**config.mk**
```make
export PLATFORM = sky130hd
export DESIGN_NAME = pps_interval_error_averager_core
export DESIGN_NICKNAME = d
export VERILOG_FILES = /design/src/hw/rtl/ppsiea_pkg.sv /design/src/hw/rtl/pps_interval_error_averager_core.sv /design/src/hw/rtl/ppsiea_front.sv /design/src/hw/rtl/ppsiea_queue.sv /design/src/hw/rtl/ppsiea_back.sv
export SDC_FILE = /design/constraint.sdc
export NUM_CORES = 1
export LEC_CHECK = 0
export BUFFER_PORTS_ARGS = -buffer_cell sky130_fd_sc_hd__buf_2
export CAP_MARGIN = 30
export CORE_MARGIN = 4
export CORE_UTILIZATION = 49
export CTS_BUF_LIST = sky130_fd_sc_hd__clkbuf_8
export DETAILED_ROUTE_END_ITERATION = 8
export PLACE_DENSITY_LB_ADDON = 0.12
export SLEW_MARGIN = 0
export SYNTH_ARGS = -nofsm -noshare
export SYNTH_HDL_FRONTEND = slang
export SYNTH_SLANG_ARGS = --single-unit
```
**constraint.sdc**
```tcl
create_clock -name clock -period 9.2 [get_ports clock]
set_input_delay 1.38 -clock clock [delete_from_list [all_inputs] [get_ports clock]]
set_output_delay 1.38 -clock clock [all_outputs]
set_load 0.02 [all_outputs]
```
**src/hw/rtl/ppsiea_pkg.sv**
```systemverilog
// Shared types and constants of the PPS interval error averager.
// No dependencies; imported by every module of the block.
package ppsiea_pkg;

   localparam int TIME_W = 32;
   localparam int CNT_W  = 8;
   localparam int SUM_W  = 40;
   localparam int MEAN_W = 40;
   localparam int CSR_W  = 32;

   localparam int FRACTION_BITS_DEFAULT = 8;

   localparam logic [TIME_W-1:0] NOMINAL_RESET = 32'd1000000;
   localparam logic [CNT_W-1:0]  WINDOW_RESET  = 8'd60;
   localparam logic [MEAN_W-1:0] MEAN_MAX      = 40'h7F_FFFF_FFFF;

   // register indexes of the configuration port
   localparam logic CSR_NOMINAL = 1'b0;
   localparam logic CSR_WINDOW  = 1'b1;

   // one classified sample handed from front to back
   typedef struct packed {
      logic [TIME_W-1:0] edge_number;
      logic [TIME_W-1:0] interval;
      logic [TIME_W-1:0] error;
      logic [SUM_W-1:0]  sum;
      logic [CNT_W-1:0]  count;
   } rec_type;

   // handshake between queue and its two sides
   typedef struct packed {
      logic full;
      logic empty;
   } q_stat_type;

endpackage

```
**src/hw/rtl/pps_interval_error_averager_core.sv**
```systemverilog
// Top level of the PPS interval error averager: front, queue and back.
// Depends on ppsiea_pkg, ppsiea_front, ppsiea_queue, ppsiea_back.
//
//   channel  direction  handshake           payload
//   req      in         req_push / req_full  req_edge_time_us
//   rsp      out        rsp_pop / rsp_empty  rsp_edge_number, rsp_period,
//                                            rsp_period_error, rsp_mean_error_q8,
//                                            rsp_samples_averaged
//   csr      in         csr_we               csr_index, csr_wdata
//
// The front takes an edge only while idle and passes it through its error, sum
// and push states before it takes the next one; an edge that gives a result then
// goes through the back, where a one-bit-a-cycle restoring divider forms the mean.
// The back pops the next sample only once the last result is loaded.
// Reset is synchronous and active high and leaves no clearing pass. The two-entry
// queue and the result register let the front keep taking edges while a result
// waits for rsp_pop.
module pps_interval_error_averager_core #(
   parameter int FRACTION_BITS = ppsiea_pkg::FRACTION_BITS_DEFAULT
) (
   input  logic                                   clock,
   input  logic                                   reset,
   input  logic                                   csr_we,
   input  logic                                   csr_index,
   input  logic [ppsiea_pkg::CSR_W-1:0]           csr_wdata,
   input  logic                                   req_push,
   output logic                                   req_full,
   input  logic [ppsiea_pkg::TIME_W-1:0]          req_edge_time_us,
   output logic                                   rsp_empty,
   input  logic                                   rsp_pop,
   output logic [ppsiea_pkg::TIME_W-1:0]          rsp_edge_number,
   output logic [ppsiea_pkg::TIME_W-1:0]          rsp_period,
   output logic signed [ppsiea_pkg::TIME_W-1:0]   rsp_period_error,
   output logic signed [ppsiea_pkg::MEAN_W-1:0]   rsp_mean_error_q8,
   output logic [ppsiea_pkg::CNT_W-1:0]           rsp_samples_averaged
);
   import ppsiea_pkg::*;

   // classified samples travel front -> queue -> back
   rec_type    front_rec;
   rec_type    back_rec;
   q_stat_type q_stat;
   logic       q_push;
   logic       q_pop;

   // front: timestamps, edge count, window sum and sample count
   ppsiea_front u_front (
      .clock            (clock),
      .reset            (reset),
      .csr_we           (csr_we),
      .csr_index        (csr_index),
      .csr_wdata        (csr_wdata),
      .req_push         (req_push),
      .req_full         (req_full),
      .req_edge_time_us (req_edge_time_us),
      .q_stat           (q_stat),
      .q_push           (q_push),
      .q_rec            (front_rec)
   );

   // hold up to two samples so either side can stall alone
   ppsiea_queue u_queue (
      .clock (clock),
      .reset (reset),
      .push  (q_push),
      .din   (front_rec),
      .pop   (q_pop),
      .dout  (back_rec),
      .stat  (q_stat)
   );

   // back: divide, clamp to 40 signed bits, present the result
   ppsiea_back #(
      .FRACTION_BITS (FRACTION_BITS)
   ) u_back (
      .clock                (clock),
      .reset                (reset),
      .q_rec                (back_rec),
      .q_stat               (q_stat),
      .q_pop                (q_pop),
      .rsp_empty            (rsp_empty),
      .rsp_pop              (rsp_pop),
      .rsp_edge_number      (rsp_edge_number),
      .rsp_period           (rsp_period),
      .rsp_period_error     (rsp_period_error),
      .rsp_mean_error_q8    (rsp_mean_error_q8),
      .rsp_samples_averaged (rsp_samples_averaged)
   );

endmodule

```
**src/hw/rtl/ppsiea_front.sv**
```systemverilog
// Front part: takes edges, keeps edge time, count and error window state.
// Depends on ppsiea_pkg; feeds ppsiea_queue.
module ppsiea_front (
   input  logic                              clock,
   input  logic                              reset,
   input  logic                              csr_we,
   input  logic                              csr_index,
   input  logic [ppsiea_pkg::CSR_W-1:0]      csr_wdata,
   input  logic                              req_push,
   output logic                              req_full,
   input  logic [ppsiea_pkg::TIME_W-1:0]     req_edge_time_us,
   input  ppsiea_pkg::q_stat_type            q_stat,
   output logic                              q_push,
   output ppsiea_pkg::rec_type               q_rec
);
   import ppsiea_pkg::*;

   typedef enum logic [1:0] {F_IDLE, F_ERR, F_SUM, F_PUSH} fstate_type;

   fstate_type        state_ff;
   logic [TIME_W-1:0] nominal_ff;
   logic [CNT_W-1:0]  window_ff;
   logic [TIME_W-1:0] last_ff;
   logic [TIME_W-1:0] edges_ff;
   logic [SUM_W-1:0]  sum_ff;
   logic [CNT_W-1:0]  count_ff;
   logic [TIME_W-1:0] interval_ff;
   logic [TIME_W-1:0] err_ff;
   logic              restart_ff;

   logic              accept;
   logic [CNT_W:0]    count_inc;
   logic              restart_in;
   logic [SUM_W-1:0]  err_ext;

   always_comb begin
      req_full   = (state_ff != F_IDLE);
      accept     = req_push && !req_full;
      count_inc  = {1'b0, count_ff} + {{CNT_W{1'b0}}, 1'b1};
      restart_in = (count_inc > {1'b0, window_ff});
      err_ext    = {{(SUM_W-TIME_W){err_ff[TIME_W-1]}}, err_ff};
      q_push     = (state_ff == F_PUSH) && !q_stat.full;
      q_rec.edge_number = edges_ff;
      q_rec.interval    = interval_ff;
      q_rec.error       = err_ff;
      q_rec.sum         = sum_ff;
      q_rec.count       = count_ff;
   end

   always_ff @(posedge clock) begin
      if (reset) begin
         state_ff   <= F_IDLE;
         nominal_ff <= NOMINAL_RESET;
         window_ff  <= WINDOW_RESET;
         last_ff    <= '0;
         edges_ff   <= '0;
         sum_ff     <= '0;
         count_ff   <= '0;
      end else begin
         if (csr_we) begin
            case (csr_index)
               CSR_NOMINAL: nominal_ff <= csr_wdata[TIME_W-1:0];
               CSR_WINDOW:  window_ff  <= csr_wdata[CNT_W-1:0];
               default:     nominal_ff <= nominal_ff;
            endcase
         end
         case (state_ff)
            F_IDLE: begin
               if (accept) begin
                  interval_ff <= req_edge_time_us - last_ff;
                  last_ff     <= req_edge_time_us;
                  edges_ff    <= edges_ff + {{(TIME_W-1){1'b0}}, 1'b1};
                  // drop the first edge and the edges where the count wraps to 0 or 1
                  if (edges_ff != '0 && edges_ff != '1) begin
                     state_ff <= F_ERR;
                  end
               end
            end
            F_ERR: begin
               err_ff     <= interval_ff - nominal_ff;
               restart_ff <= restart_in;
               count_ff   <= restart_in ? {{(CNT_W-1){1'b0}}, 1'b1} : count_inc[CNT_W-1:0];
               state_ff   <= F_SUM;
            end
            F_SUM: begin
               sum_ff   <= restart_ff ? err_ext : sum_ff + err_ext;
               state_ff <= F_PUSH;
            end
            F_PUSH: begin
               if (!q_stat.full) begin
                  state_ff <= F_IDLE;
               end
            end
            default: state_ff <= F_IDLE;
         endcase
      end
   end

endmodule

```
**src/hw/rtl/ppsiea_queue.sv**
```systemverilog
// Two-entry queue of classified samples between front and back.
// Depends on ppsiea_pkg.
module ppsiea_queue (
   input  logic                       clock,
   input  logic                       reset,
   input  logic                       push,
   input  ppsiea_pkg::rec_type        din,
   input  logic                       pop,
   output ppsiea_pkg::rec_type        dout,
   output ppsiea_pkg::q_stat_type     stat
);
   import ppsiea_pkg::*;

   rec_type    entry_ff [2];
   logic       wr_ptr_ff;
   logic       rd_ptr_ff;
   logic [1:0] fill_ff;
   logic       do_push;
   logic       do_pop;

   always_comb begin
      stat.full  = (fill_ff == 2'd2);
      stat.empty = (fill_ff == 2'd0);
      do_push    = push && !stat.full;
      do_pop     = pop && !stat.empty;
      dout       = entry_ff[rd_ptr_ff];
   end

   always_ff @(posedge clock) begin
      if (do_push) begin
         entry_ff[wr_ptr_ff] <= din;
      end
      if (reset) begin
         wr_ptr_ff <= 1'b0;
         rd_ptr_ff <= 1'b0;
         fill_ff   <= 2'd0;
      end else begin
         if (do_push) wr_ptr_ff <= !wr_ptr_ff;
         if (do_pop)  rd_ptr_ff <= !rd_ptr_ff;
         case ({do_push, do_pop})
            2'b10:   fill_ff <= fill_ff + 2'd1;
            2'b01:   fill_ff <= fill_ff - 2'd1;
            default: fill_ff <= fill_ff;
         endcase
      end
   end

endmodule

```
**src/hw/rtl/ppsiea_back.sv**
```systemverilog
// Back part: restoring divider for the fixed-point mean, clamp, result register.
// Depends on ppsiea_pkg; drains ppsiea_queue.
module ppsiea_back #(
   parameter int FRACTION_BITS = ppsiea_pkg::FRACTION_BITS_DEFAULT
) (
   input  logic                                   clock,
   input  logic                                   reset,
   input  ppsiea_pkg::rec_type                    q_rec,
   input  ppsiea_pkg::q_stat_type                 q_stat,
   output logic                                   q_pop,
   output logic                                   rsp_empty,
   input  logic                                   rsp_pop,
   output logic [ppsiea_pkg::TIME_W-1:0]          rsp_edge_number,
   output logic [ppsiea_pkg::TIME_W-1:0]          rsp_period,
   output logic signed [ppsiea_pkg::TIME_W-1:0]   rsp_period_error,
   output logic signed [ppsiea_pkg::MEAN_W-1:0]   rsp_mean_error_q8,
   output logic [ppsiea_pkg::CNT_W-1:0]           rsp_samples_averaged
);
   import ppsiea_pkg::*;

   localparam int MAG_W  = SUM_W + FRACTION_BITS;
   localparam int STEP_W = $clog2(MAG_W);
   localparam logic [STEP_W-1:0] LAST_STEP = STEP_W'(MAG_W - 1);
   localparam logic [MAG_W-1:0]  POS_LIM   = MAG_W'(MEAN_MAX);
   localparam logic [MAG_W-1:0]  NEG_LIM   = MAG_W'(MEAN_MAX) + MAG_W'(1);

   typedef enum logic [1:0] {B_IDLE, B_DIV, B_SAT, B_OUT} bstate_type;

   bstate_type        state_ff;
   rec_type           hold_ff;
   logic              neg_ff;
   logic [MAG_W-1:0]  quot_ff;
   logic [CNT_W-1:0]  rem_ff;
   logic [STEP_W-1:0] step_ff;
   logic [MEAN_W-1:0] q40_ff;
   logic              out_valid_ff;

   logic [SUM_W-1:0]  mag_in;
   logic [CNT_W:0]    trial;
   logic              ge;
   logic [CNT_W:0]    diff;
   logic [MAG_W-1:0]  limit;
   logic              load_out;
   logic [MEAN_W-1:0] mean_in;

   always_comb begin
      mag_in   = q_rec.sum[SUM_W-1] ? (~q_rec.sum + SUM_W'(1)) : q_rec.sum;
      trial    = {rem_ff, quot_ff[MAG_W-1]};
      ge       = (trial >= {1'b0, hold_ff.count});
      diff     = trial - {1'b0, hold_ff.count};
      limit    = neg_ff ? NEG_LIM : POS_LIM;
      mean_in  = neg_ff ? (~q40_ff + MEAN_W'(1)) : q40_ff;
      load_out = (state_ff == B_OUT) && (!out_valid_ff || rsp_pop);
      q_pop    = (state_ff == B_IDLE) && !q_stat.empty;
      rsp_empty = !out_valid_ff;
   end

   always_ff @(posedge clock) begin
      if (reset) begin
         state_ff     <= B_IDLE;
         out_valid_ff <= 1'b0;
      end else begin
         case (state_ff)
            B_IDLE: begin
               if (!q_stat.empty) begin
                  hold_ff  <= q_rec;
                  neg_ff   <= q_rec.sum[SUM_W-1];
                  quot_ff  <= MAG_W'(mag_in) << FRACTION_BITS;
                  rem_ff   <= '0;
                  step_ff  <= '0;
                  state_ff <= B_DIV;
               end
            end
            B_DIV: begin
               // one quotient bit a cycle, shifted in where the dividend leaves
               rem_ff  <= ge ? diff[CNT_W-1:0] : trial[CNT_W-1:0];
               quot_ff <= {quot_ff[MAG_W-2:0], ge};
               step_ff <= step_ff + STEP_W'(1);
               if (step_ff == LAST_STEP) begin
                  state_ff <= B_SAT;
               end
            end
            B_SAT: begin
               q40_ff   <= (quot_ff > limit) ? limit[MEAN_W-1:0] : quot_ff[MEAN_W-1:0];
               state_ff <= B_OUT;
            end
            B_OUT: begin
               if (load_out) begin
                  state_ff <= B_IDLE;
               end
            end
            default: state_ff <= B_IDLE;
         endcase
         if (load_out) begin
            out_valid_ff <= 1'b1;
         end else if (rsp_pop) begin
            out_valid_ff <= 1'b0;
         end
      end
      if (load_out) begin
         rsp_edge_number      <= hold_ff.edge_number;
         rsp_period           <= hold_ff.interval;
         rsp_period_error     <= hold_ff.error;
         rsp_mean_error_q8    <= mean_in;
         rsp_samples_averaged <= hold_ff.count;
      end
   end

endmodule

```
==> results.yml <==
outcome:
  status: "finished, final reports clean"
drt:
  wl_per_cell_um: 18.17
  drt_first_pass_iters: 5
  drt_iter0_drc: 1485
  drtAntennaViolNets: 0
  vias: 24833
  drc: 0
  wl_um: 84200
  vias_per_cell: 5.360
sta:
  tns_ps: 0
  tightest_slew_ps: 986.3
  hold_viol: 0
  clock_skew_ps: 43.81
  maxSlewViolCount: 0
  final.period_utilization_pct: 51.31
  fmax_mhz: 211.8
  relSlewSlack_pct: 34.25
  hold_ws_ps: 407.5
  setup-violations-final: 0
  rsz0062_at_grt: "no"
  period_needed_ps: 4721
worst_setup_path:
  worstSetupPathType: "flip-flop to flip-flop"
  cp.arrival_ps: 5200
  cp-end-kind: "flip-flop"
  worstPathMaxFanout: 55
  start_kind: "flip-flop"
  worstPathRequired_ps: 9680
synthesis:
  syn_area_per_cell_um2: 12.38
  yosysWarnings: 0
  yosysUniqueCellTypes: 80
  postSynthCellCount: 3155
  synth_top_area_cell: "edfxtp_1"
  synth_top_area_share_pct: 54.11
  synth_most_common_cell: "edfxtp_1"
  async_flop_share_pct: 0
  synthTopCellsByArea: "edfxtp_1 (54%), dfxtp_1 (8.3%), ha_1 (5.5%)"
  ys.flop_type: "edfxtp_1"
  yosys-top-cells-count: "edfxtp_1 (704), nand2_1 (404), a21oi_1 (186)"
  yosysSeqAreaShare_pct: 62.41
  synth_nets: 3401
  synth_edf_count: 704
  ys_ff_latch: 866
  netlist_area_um2: 39070
clock_network:
  clkSinkCount: 866
  root_buffer: "clkbuf_8"
  hold_buffers: 0
  cts.repair.resized: 0
  htreeDepth: 4
  cts_max_path_buffers: 3
  clkLatencyLatePin_ps: 790
  clkTransAtPathRegs_ps: 60
  cts_tree: "built"
  cts-buffers-inserted: 149
  cts_setup_buffers: 0
power_and_ir_drop:
  p_clk_share_pct: 31.2
  power_frac_comb_pct: 21.2
  power_mw: 10.83
  powerDensity_nw_per_um2: 244.0
  p_seq_share_pct: 47.6
  p_int_mw: 7.557
  switchingPower_mw: 3.274
  peakVddDrop_mv: 0.1625
  p_sw_share_pct: 30.23
  leakage_nw: 16.06
placement:
  place_congestion: 0.8770
  dpl.hpwl_um: 58880
  portBuffers: 215
floorplanning:
  dieArea_um2: 84320
  start_util_pct: 49.46
  io_pins: 216
  die_w_um: 290.4
  row_count: 103
  core-area_um2: 79000
  die_h_um: 290.4
cells_and_area:
  final_nets: 3691
  syn_to_final_growth_pct: 13.62
  seqCellArea_um2: 24390
  multiInputGateArea_um2: 13770
  drive_above_1_share_pct: 16.78
  fillers: 6563
global_route:
  grt_max_degree: 102
  grt_pass1_vias: 25106
  grt_overflow: 0
  grt.total_usage_pct: 19.65
  antenna_found_initial: 19
  grt_pass1_wl_um: 133800
flow_run:
  maxCapViolations: 0
min_path:
  holdCritPathClass: "flip-flop to flip-flop"
## cell usage in the layout, fill, tap and decap left out, types with 20 or more instances in the layout
master and count:
mux2_2 111, nand2b_1 31, nand2_1 404, nand4_1 35, dfxtp_1 161, a21o_1 54
a21oi_1 186, clkbuf_8 164, edfxtp_1 704, mux2i_1 41, xnor2_1 134, nor2_1 148
xor2_1 63, and2_1 20, nand3_1 55, inv_1 208, o21ai_0 169, o211ai_1 67
buf_4 28, nor3_1 34, buf_2 214, nor2b_1 30, ha_1 170
## final cells by class
| cell class | instances | area share [%] |
|---|---|---|
| clock buffer | 164 | 5.085 |
| sequential | 866 | 54.94 |
| multi-input combinational | 2035 | 31.01 |
| clock inverter | 112 | 1.564 |
| timing repair buffer | 247 | 3.134 |
| tap | 1050 | 2.959 |
| inverter | 146 | 1.234 |
| antenna | 13 | 0.07328 |
## final timing paths
| path | start | to | cells after the start | slack, ps |
|---|---|---|---|---|
| worst max-delay path | u_back.neg_ff$_DFFE_PP_ | u_back.q40_ff[0]$_DFFE_PP_ | 14 | 4480 |
| worst max register to register | u_back.neg_ff$_DFFE_PP_ | u_back.q40_ff[0]$_DFFE_PP_ | 14 | 4480 |
| worst min-delay path | u_back.hold_ff[60]$_DFFE_PP_ | u_back.rsp_period_error[12]$_DFFE_PP_ | 0 | 410 |
| worst min register to register | u_back.hold_ff[60]$_DFFE_PP_ | u_back.rsp_period_error[12]$_DFFE_PP_ | 0 | 410 |
## worst max-delay path, cell delays in order, from the launching register on
cell and delay [ps]:
edfxtp_1 800, buf_4 600, ha_1 350, a21o_1 180, a21o_1 170, a21oi_1 150, o21ai_0 100, a21oi_1 150
nor3_1 60, o31ai_1 280, o2111ai_2 140, buf_4 290, o21ai_2 600, buf_4 360, o311ai_0 170
## kinds of logic (layout without fill, tap and decap cells)
family / count (synthesis) / count (layout) / share of synthesized area (%)
AND/OR/NAND/NOR: 868 / 868 / 10.35
flip-flops: 866 / 866 / 62.41
AO/OA/AOI/OAI: 641 / 641 / 10.26
buffers and inverters: 254 / 669 / 2.536
XOR/XNOR: 197 / 197 / 4.416
adder cells (fa/ha/maj): 176 / 176 / 5.713
multiplexers: 153 / 153 / 4.307
other: 0 / 13 / 0
## per-layer routing
metal,global-route usage (%),up-vias,wire length (µm)
li1,-,12237,-
met1,24.73,11898,36700
met2,33.30,530,40690
met3,5.082,154,4698
met4,6.405,14,2025
met5,0,-,92
## state kept, by name, indices dropped and copies added (netlist names), 40 cells and up, named ones only
name,flops
u_back.hold_ff,104
u_back.rsp_mean_error_q8,40
u_back.q40_ff,40
u_back.quot_ff,48
u_front.sum_ff,40
u_queue.entry_ff,288
## stage by stage
step / util, % / instances / setup WS [ps] / instance area (µm²)
global placement: 52.28 / 4339 / 4636 / 41300
global route: 56.17 / 4627 / 3955 / 44380
floorplan: - / 3155 / 728.4 / 39070
detailed placement: 52.35 / 4342 / 4479 / 41350
finish: 56.19 / 4633 / 4479 / 44390
CTS: 56.08 / 4618 / 4438 / 44310
## power by group through the flow
stage	Sequential, mW	Combinational (mW)	Clock, mW
final	5.15	2.30	3.38
after global routing	5.21	2.59	3.68
after CTS	5.16	2.32	3.49
after detailed placement	5.24	2.31	0
after global placement	5.22	2.24	0
after floorplan	5.10	1.80	0
Power figures use the tool's default switching activity.
